--- config.mk ---
export PLATFORM = sky130hd
export DESIGN_NAME = serial_transfer_scheduler_top
export DESIGN_NICKNAME = d
export VERILOG_FILES = /design/src/design/sts_pkg.sv /design/src/design/sts_time_unit.sv /design/src/design/serial_transfer_scheduler_top.sv
export VERILOG_INCLUDE_DIRS = /design/src /design/src/design
export SDC_FILE = /design/constraint.sdc
export NUM_CORES = 1
export LEC_CHECK = 0
export BUFFER_PORTS_ARGS = -buffer_cell sky130_fd_sc_hd__buf_4
export CORE_ASPECT_RATIO = 1.5
export CORE_MARGIN = 2
export CORE_UTILIZATION = 50
export DETAILED_ROUTE_END_ITERATION = 8
export GPL_ROUTABILITY_DRIVEN = 0
export HOLD_SLACK_MARGIN = 0.15
export PLACE_DENSITY_LB_ADDON = 0.3
export SETUP_SLACK_MARGIN = 0.2
export SLEW_MARGIN = 25
export SYNTH_ARGS = -nofsm -noshare
export SYNTH_HDL_FRONTEND = slang
export SYNTH_SLANG_ARGS = --single-unit
--- constraint.sdc ---
create_clock -name clk -period 11.8 [get_ports clk]
set_clock_uncertainty 0.05 [all_clocks]
set_input_delay 1.18 -clock clk [delete_from_list [all_inputs] [get_ports clk]]
set_output_delay 1.18 -clock clk [all_outputs]
set_load 0.02 [all_outputs]
--- src/design/serial_transfer_scheduler_top_assert.svh ---
// assertion macros for the serial transfer scheduler
// expects clk and rst in the scope of the module that includes it
`ifndef SERIAL_TRANSFER_SCHEDULER_TOP_ASSERT_SVH
`define SERIAL_TRANSFER_SCHEDULER_TOP_ASSERT_SVH

// same-cycle implication
`define STS_ASSERT_NOW(label, ante, cons) \
  label: assert property (@(posedge clk) disable iff (rst) (ante) |-> (cons)) \
    else $error("serial_transfer_scheduler_top: assertion failed");

// next-cycle implication
`define STS_ASSERT_NEXT(label, ante, cons) \
  label: assert property (@(posedge clk) disable iff (rst) (ante) |=> (cons)) \
    else $error("serial_transfer_scheduler_top: assertion failed");

`endif

--- src/design/sts_pkg.sv ---
// shared types, constants and length encoding for the serial transfer scheduler
// no dependencies
`default_nettype none

package sts_pkg;

  localparam int CHANNELS  = 4;
  localparam int CH_BITS   = 2;
  localparam int BYTE_BITS = 8;
  localparam int LEN_BITS  = 7;
  localparam int MAX_LEN   = 128;

  typedef enum logic [1:0] {
    CMD_SUBMIT   = 2'd0,
    CMD_COMPLETE = 2'd1,
    CMD_TICK     = 2'd2
  } cmd_t;

  // maximum length encodes as zero
  function automatic logic [LEN_BITS-1:0] len_code(input logic [BYTE_BITS-1:0] count);
    logic [BYTE_BITS:0] wide;
    wide = {1'b0, count};
    return (wide == (BYTE_BITS+1)'(MAX_LEN)) ? '0 : count[LEN_BITS-1:0];
  endfunction

endpackage

`default_nettype wire

--- src/design/sts_time_unit.sv ---
// shared time unit: fire time adder and due compare against now
// standalone, no package use
`default_nettype none

module sts_time_unit #(
  parameter int TIME_BITS = 48
) (
  input  logic [TIME_BITS-1:0] last_done,
  input  logic [TIME_BITS-1:0] delay,
  input  logic [TIME_BITS-1:0] now,
  input  logic [TIME_BITS-1:0] probe,
  output logic [TIME_BITS-1:0] fire,
  output logic                 due
);

  // zero delay means fire now, otherwise wraps modulo the time width
  assign fire = (delay == '0) ? now : last_done + delay;
  assign due  = !(now < probe);

endmodule

`default_nettype wire

--- src/design/serial_transfer_scheduler_top.sv ---
// serial transfer scheduler: sequencer, slot store and output register
// depends on sts_pkg, sts_time_unit and serial_transfer_scheduler_top_assert.svh
// a refused submit, busy tick or unknown command goes from DECODE to FINISH, an
//   accepted submit passes SUB_DECIDE, and complete and tick pass the due SCAN
// a new beat is taken only in IDLE; FINISH waits while the held result is not taken
// reset: bus idle, no slot pending, completion times zero, no result held
`default_nettype none

`include "serial_transfer_scheduler_top_assert.svh"

module serial_transfer_scheduler_top #(
  parameter int TIME_BITS = 48
) (
  input  logic                           clk,
  input  logic                           rst,
  input  logic                           in_valid,
  output logic                           in_ready,
  input  logic [1:0]                     command,
  input  logic [sts_pkg::CH_BITS-1:0]    channel,
  input  logic [TIME_BITS-1:0]           now,
  input  logic [TIME_BITS-1:0]           delay,
  input  logic [sts_pkg::BYTE_BITS-1:0]  out_bytes,
  input  logic [sts_pkg::BYTE_BITS-1:0]  in_bytes,
  input  logic                           wants_interrupt,
  output logic                           out_valid,
  input  logic                           out_ready,
  output logic                           accepted,
  output logic                           start_valid,
  output logic [sts_pkg::CH_BITS-1:0]    start_channel,
  output logic [sts_pkg::LEN_BITS-1:0]   start_out_len,
  output logic [sts_pkg::LEN_BITS-1:0]   start_in_len,
  output logic                           start_irq_enable,
  output logic                           done_valid,
  output logic [sts_pkg::CH_BITS-1:0]    done_channel
);

  import sts_pkg::*;

  localparam int IW = $clog2(CHANNELS);

  typedef enum logic [2:0] {
    IDLE,
    DECODE,
    SUB_DECIDE,
    SCAN,
    FINISH
  } state_t;

  state_t state;

  logic                 bus_busy;
  logic [IW-1:0]        active_channel;
  logic [CHANNELS-1:0]  pending;
  logic [TIME_BITS-1:0] slot_fire [CHANNELS];
  logic [BYTE_BITS-1:0] slot_ob   [CHANNELS];
  logic [BYTE_BITS-1:0] slot_ib   [CHANNELS];
  logic                 slot_irq  [CHANNELS];
  logic [TIME_BITS-1:0] last_done [CHANNELS];

  // captured beat
  cmd_t                 cmd_r;
  logic [CH_BITS-1:0]   ch_r;
  logic [TIME_BITS-1:0] now_r;
  logic [TIME_BITS-1:0] delay_r;
  logic [BYTE_BITS-1:0] ob_r;
  logic [BYTE_BITS-1:0] ib_r;
  logic                 irq_r;

  logic [TIME_BITS-1:0] fire_r;
  logic [IW-1:0]        idx;
  logic [IW-1:0]        cnt;

  // staged result
  logic                 r_acc;
  logic                 r_sv;
  logic [IW-1:0]        r_sch;
  logic [LEN_BITS-1:0]  r_sol;
  logic [LEN_BITS-1:0]  r_sil;
  logic                 r_sirq;
  logic                 r_dv;
  logic [IW-1:0]        r_dch;

  logic [IW-1:0]        ch_idx;
  logic                 ch_ok;
  logic                 refused;
  logic [IW-1:0]        idx_next;
  logic [IW-1:0]        scan_first;
  logic [TIME_BITS-1:0] probe;
  logic [TIME_BITS-1:0] fire;
  logic                 due;

  assign ch_idx  = IW'(ch_r);
  assign ch_ok   = {30'b0, ch_r} < 32'(CHANNELS);
  assign refused = !ch_ok || (ch_ok ? pending[ch_idx] : 1'b0) ||
                   (bus_busy && active_channel == ch_idx);

  assign idx_next   = (idx == IW'(CHANNELS-1)) ? '0 : idx + 1'b1;
  assign scan_first = !bus_busy ? '0 :
                      (active_channel == IW'(CHANNELS-1)) ? '0 : active_channel + 1'b1;

  assign probe    = (state == SCAN) ? slot_fire[idx] : fire_r;
  assign in_ready = (state == IDLE);

  sts_time_unit #(
    .TIME_BITS (TIME_BITS)
  ) u_time (
    .last_done (last_done[ch_idx]),
    .delay     (delay_r),
    .now       (now_r),
    .probe     (probe),
    .fire      (fire),
    .due       (due)
  );

  always_ff @(posedge clk) begin
    if (rst) begin
      state          <= IDLE;
      bus_busy       <= 1'b0;
      active_channel <= '0;
      pending        <= '0;
      out_valid      <= 1'b0;
      for (int i = 0; i < CHANNELS; i++) begin
        last_done[i] <= '0;
      end
    end else begin
      if (out_valid && out_ready && state != FINISH) begin
        out_valid <= 1'b0;
      end
      unique case (state)
        IDLE: begin
          if (in_valid) begin
            cmd_r   <= cmd_t'(command);
            ch_r    <= channel;
            now_r   <= now;
            delay_r <= delay;
            ob_r    <= out_bytes;
            ib_r    <= in_bytes;
            irq_r   <= wants_interrupt;
            r_acc   <= 1'b0;
            r_sv    <= 1'b0;
            r_sch   <= '0;
            r_sol   <= '0;
            r_sil   <= '0;
            r_sirq  <= 1'b0;
            r_dv    <= 1'b0;
            r_dch   <= '0;
            state   <= DECODE;
          end
        end
        DECODE: begin
          unique case (cmd_r)
            CMD_SUBMIT: begin
              if (refused) begin
                state <= FINISH;
              end else begin
                fire_r <= fire;
                r_acc  <= 1'b1;
                state  <= SUB_DECIDE;
              end
            end
            CMD_COMPLETE: begin
              if (bus_busy) begin
                last_done[active_channel] <= now_r;
                r_dv  <= 1'b1;
                r_dch <= active_channel;
              end
              bus_busy <= 1'b0;
              idx      <= scan_first;
              cnt      <= '0;
              state    <= SCAN;
            end
            CMD_TICK: begin
              idx   <= '0;
              cnt   <= '0;
              state <= bus_busy ? FINISH : SCAN;
            end
            default: begin
              state <= FINISH;
            end
          endcase
        end
        SUB_DECIDE: begin
          if (due && !bus_busy) begin
            bus_busy       <= 1'b1;
            active_channel <= ch_idx;
            r_sv           <= 1'b1;
            r_sch          <= ch_idx;
            r_sol          <= len_code(ob_r);
            r_sil          <= len_code(ib_r);
            r_sirq         <= irq_r;
          end else begin
            pending[ch_idx]   <= 1'b1;
            slot_fire[ch_idx] <= fire_r;
            slot_ob[ch_idx]   <= ob_r;
            slot_ib[ch_idx]   <= ib_r;
            slot_irq[ch_idx]  <= irq_r;
          end
          state <= FINISH;
        end
        SCAN: begin
          if (pending[idx] && due) begin
            pending[idx]   <= 1'b0;
            bus_busy       <= 1'b1;
            active_channel <= idx;
            r_sv           <= 1'b1;
            r_sch          <= idx;
            r_sol          <= len_code(slot_ob[idx]);
            r_sil          <= len_code(slot_ib[idx]);
            r_sirq         <= slot_irq[idx];
            state          <= FINISH;
          end else if (cnt == IW'(CHANNELS-1)) begin
            state <= FINISH;
          end else begin
            idx <= idx_next;
            cnt <= cnt + 1'b1;
          end
        end
        FINISH: begin
          if (!out_valid || out_ready) begin
            accepted         <= r_acc;
            start_valid      <= r_sv;
            start_channel    <= CH_BITS'(r_sch);
            start_out_len    <= r_sol;
            start_in_len     <= r_sil;
            start_irq_enable <= r_sirq;
            done_valid       <= r_dv;
            done_channel     <= CH_BITS'(r_dch);
            out_valid        <= 1'b1;
            state            <= IDLE;
          end
        end
        default: begin
          state <= IDLE;
        end
      endcase
    end
  end

  `STS_ASSERT_NOW(a_busy_not_pending, bus_busy, !pending[active_channel])
  `STS_ASSERT_NOW(a_scan_bus_idle, state == SCAN, !bus_busy)
  `STS_ASSERT_NOW(a_quiet_start, out_valid && !start_valid,
                  start_channel == '0 && start_out_len == '0 && start_in_len == '0 &&
                  !start_irq_enable)
  `STS_ASSERT_NEXT(a_launch_claims_bus, state == SCAN && pending[idx] && due,
                   bus_busy && !pending[$past(idx)])

endmodule

`default_nettype wire

Word level (Yosys, flattened, before mapping)
Memory sizes are Yosys's and may differ from the RTL's. A register that Yosys moved wholly into a read port is not among the register bits.
Cells that the tools add are included.
W data, S select, Z words.

cells by class
  add/subtract/negate cells = 4
  magnitude comparators = 5
  eq/ne operators = 29
  multiplexer cells = 88
  bitwise operators = 5
  reductions and logical operators = 34

operators by type and width
  cell                   number
  $mux W48               3
  $mux W7                9
  $add A48 B48 Y48       1
  $logic_not A48 Y1      1
  $lt A48 B48 Y1         1
  $reduce_or A48 Y1      1
  $pmux W7 S3            2
  $mux W2                19
  $eq A8 B8 Y1 const B   4
  $mux W1                29
  $reduce_and A5 Y1      5
  $ne A2 B2 Y1 const B   10
  $pmux W2 S2            5
  $mux W3                6
  $pmux W3 S5            1
  $reduce_and A3 Y1      5
  $pmux W1 S3            3
  $pmux W3 S3            1
  $eq A2 B2 Y1 const B   4
  $mux W4                2
  $pmux W4 S2            1
  $reduce_and A4 Y1      2
  $logic_and A1 B1 Y1    7
  $add A2 B1 Y2 const B  3
  26 further kinds       40

storage, ports and cells
  register bits = 224
  bits in writable memories = 452
  input bits = 121
  word-level logic and storage cells = 201
  memories kept = 5

memory list
  memory     depth  bits a word  rd ports  clocked after Yosys merged registers in  write ports  RTL line                             RTL
  last_done  4      48           1         1                                        4            serial_transfer_scheduler_top.sv:58  logic [TIME_BITS-1:0] last_done [CHANNELS];
  slot_fire  4      48           1         1                                        1            serial_transfer_scheduler_top.sv:54  logic [TIME_BITS-1:0] slot_fire [CHANNELS];
  slot_ib    4      8            1         1                                        1            serial_transfer_scheduler_top.sv:56  logic [BYTE_BITS-1:0] slot_ib [CHANNELS];
  slot_ob    4      8            1         1                                        1            serial_transfer_scheduler_top.sv:55  logic [BYTE_BITS-1:0] slot_ob [CHANNELS];
  slot_irq   4      1            1         1                                        1            serial_transfer_scheduler_top.sv:57  logic slot_irq [CHANNELS];

Longest topological paths before layout
  depth after elaboration = 9
  gate-level depth with buffers = 17
  gate-level depth less buffers = 15

Modules after synthesis
Synthesis repeated with hierarchy kept, for this count alone.

unflattened totals
  cell total of the unflattened synthesis = 2076
  area total of the unflattened synthesis = 30395.4 µm²

by module, submodules not included
  module                         times used  cells an instance  area each (µm²)  sequential area each (µm²)
  serial_transfer_scheduler_top  1           1346               25658.4          19969.2
  sts_time_unit                  1           730                4737.0           0.0

Worst setup path before layout
OpenSTA, ideal clock, no wires.

  path type = register to register
  from = register (tool-made name)
  to = memory slot_fire[1][0] (enable)
  setup time = 575 ps
  data arrival time = 8285 ps
  slack = 2890 ps
  stages on the path, launching flop included = 15
  clock period less this slack = 8910 ps
  cell sequence = dfxtp_1 -> buf_4 -> buf_1 -> mux4_2 -> mux2i_1 -> ha_1 -> a21oi_1 -> nor2_1 -> a2111oi_0 -> a2111oi_0 -> a2111oi_0 -> o21ai_2 -> a211o_1 -> or2_4 -> nor3b_1

RTL lines
  item           RTL line
  end, declared  serial_transfer_scheduler_top.sv:54

==> impl_metrics.json <==
{
  "yosysSeqAreaShare_pct": 67.5,
  "cts.clk_slew.worst_paths_ns": 0.06,
  "dieHeight_um": 302,
  "cap_violations": 0,
  "synth_area_um2": 29600,
  "die_x_um": 203,
  "io_pins": 145,
  "antenna_cells": 0,
  "yosys_register_bits": 670,
  "num_vias": 16800,
  "setup_violations": 0,
  "antenna_found_initial": 0,
  "grt_pass1_wl_um": 103000,
  "antenna_left": 0,
  "end_kind": "flop",
  "root_buffer": "clkbuf_16",
  "ctsHoldBuffers": 0,
  "pre_cts_ws_ns": 4.62,
  "postPlaceCellArea_um2": 31600,
  "hpwl_um": 42900,
  "fin_area_um2": 33600,
  "slew_headroom_pct": 32.0,
  "grt_pass1_vias": 17500,
  "rsz0062_at_grt": "false",
  "arrival_ns": 7.34,
  "syn_avg_cell_area_um2": 16.0,
  "first_pass_iters": 8,
  "crit_path_cell_trace": "buf_4 -> mux4_2 -> mux2i_1 -> ha_1 -> a21oi_1 -> nor2_1 -> a2111oi_0 -> a2111oi_0 -> a2111oi_0 -> buf_4 -> o21ai_2 -> a211o_1 -> or2_4 -> nor3_4 -> buf_4",
  "htree_levels": 2,
  "hold_path_class": "flop to flop",
  "start_util_pct": 50.3,
  "yosys.area.top_type_share_pct": 66.5,
  "irDropWorstVdd_mv": 0.118,
  "post-route-util_pct": 57.1,
  "cts_made_buffers": 60,
  "core_area_um2": 58800,
  "grt_start_max_net_pins": 70,
  "critPathRequiredTime_ns": 11.99,
  "async_flop_share_pct": 0,
  "synthCells": 1848,
  "slew_violations": 0,
  "yosys-top-cells-count": "655 x edfxtp_1, 197 x and2_1, 113 x mux4_2, 104 x ha_1, 102 x nand2_1",
  "yosysUniqueCellTypes": 65,
  "status": "finished clean",
  "nets": 2225,
  "power_density_nw_per_um2": 156,
  "cpLargestDelayFamily": "compound AO/OA/AOI/OAI gates",
  "final.setup.tns_ns": 0,
  "area_delta_synth_final_pct": 13.6,
  "port_buffers": 142,
  "critPathMaxFanout": 53,
  "setup_ws_ns": 4.65,
  "rows": 109,
  "dr.first_iter.drc_count": 1236,
  "syn_nets": 2074,
  "start_kind": "flop",
  "clockBufferDepth": 3,
  "cts_setup_buffers": 0,
  "routed_wl_um": 68600,
  "layout-drive-gt1-share_pct": 20.1,
  "insertion_delay_ns": 0.63,
  "grt_overflow": 0,
  "drc": 0,
  "die_area_um2": 61100,
  "worst_slew_pin_slew_ns": 1.02,
  "cts_sinks": 670,
  "yosysTopAreaCell": "edfxtp_1",
  "critPathMaxStageDelay_ns": 0.90,
  "leakagePower_nw": 12.1,
  "finalCriticalPeriod_ns": 7.15,
  "vias_per_cell": 5.96,
  "wire_per_inst_um": 24.3,
  "slowest_stage": "dfxtp_4",
  "timing.final.crit_share_pct": 60.6,
  "cts_tree": "yes",
  "clock.fmax_ghz": 0.140,
  "synth.top_cells.by_area": "edfxtp_1 67%, mux4_2 8.6%, ha_1 4.4%",
  "total_power_mw": 5.23,
  "cts_resized": 0,
  "hold_viol_final": 0,
  "yosys_warnings": 0,
  "synth_edf_count": 655,
  "n_fill_cell": 4460,
  "grt_usage_pct": 22.7,
  "yosysMostFrequentCell": "edfxtp_1",
  "critPathBufInv": 3,
  "critical_path_class": "flop to flop",
  "synthFlopType": "edfxtp_1"
}
-- sequential cells by signal (all words and copies together), names as in the netlist, 3 cells and up, named ones only --
signal	count
r_sil	7
state	3
r_sol	7
slot_fire	192
slot_ib	28
pending	4
slot_irq	4
start_in_len	7
ob_r	7
slot_ob	28
last_done	192
ib_r	7
delay_r	48
fire_r	48
now_r	48
start_out_len	7
-- report_power, final --
part / switching, mW / internal, mW
sequential: 0.0537 / 2.69
combinational: 0.284 / 0.217
clock: 0.847 / 1.14
-- cell usage in the layout, fill, tap and decap left out, drive strengths merged, types with 18 or more instances in the layout --
cell      n
o21ai    78
nand4    18
nand2   102
a21o     25
clkbuf   71
and2    197
inv      33
a21oi    70
mux4    113
buf     167
mux2i    65
ha      104
xnor2    26
edfxtp  655
clkinv   20
nor2     51
nand3    22
-- routing by layer --
metal / global-route usage [%] / wire, µm / vias to the layer above
li1: - / - / 7476
met1: 26.8 / 25400 / 8492
met2: 40.4 / 35800 / 630
met3: 3.60 / 3950 / 185
met4: 11.1 / 3450 / 0
met5: 0 / 0 / -
-- final cells by class --
type	instances	area [µm²]	area share, %
flip-flops and latches	670	20000	59.5
multi-input cells	1068	9280	27.6
repair buffers	167	1250	3.73
inverters	32	120	0.358
clock buffers	71	1560	4.66
well taps	777	972	2.89
clock inverters	33	417	1.24
-- kinds of logic after synthesis --
family	after synthesis	share of synthesized area [%]
DFF	670	67.5
muxes	184	11.0
adders and majority gates	105	4.47
and+or+nand+nor	486	8.94
buffers and inverters	110	1.41
xor gates and xnor gates	42	1.24
AOI/OAI and AO/OA	251	5.37
-- through the flow --
step	std cells	hold WS, ns
5_1_grt	2818	0.378
3_5_place_dp	2714	0.355
6_report	2818	0.368
4_1_cts	2818	0.369
3_3_place_gp	2714	0.352
2_1_floorplan	1848	0.350
-- worst paths after layout --
kind	start	endpoint	slack, ns	cells after the start
max	flop	slot_ib[2][0]	4.65	15
min	r_sol[0]	start_out_len[0]	0.37	0
max reg2reg	flop	slot_ib[2][0]	4.65	15
min reg2reg	r_sol[0]	start_out_len[0]	0.37	0
No activity file was read; power rests on OpenSTA's default activity.
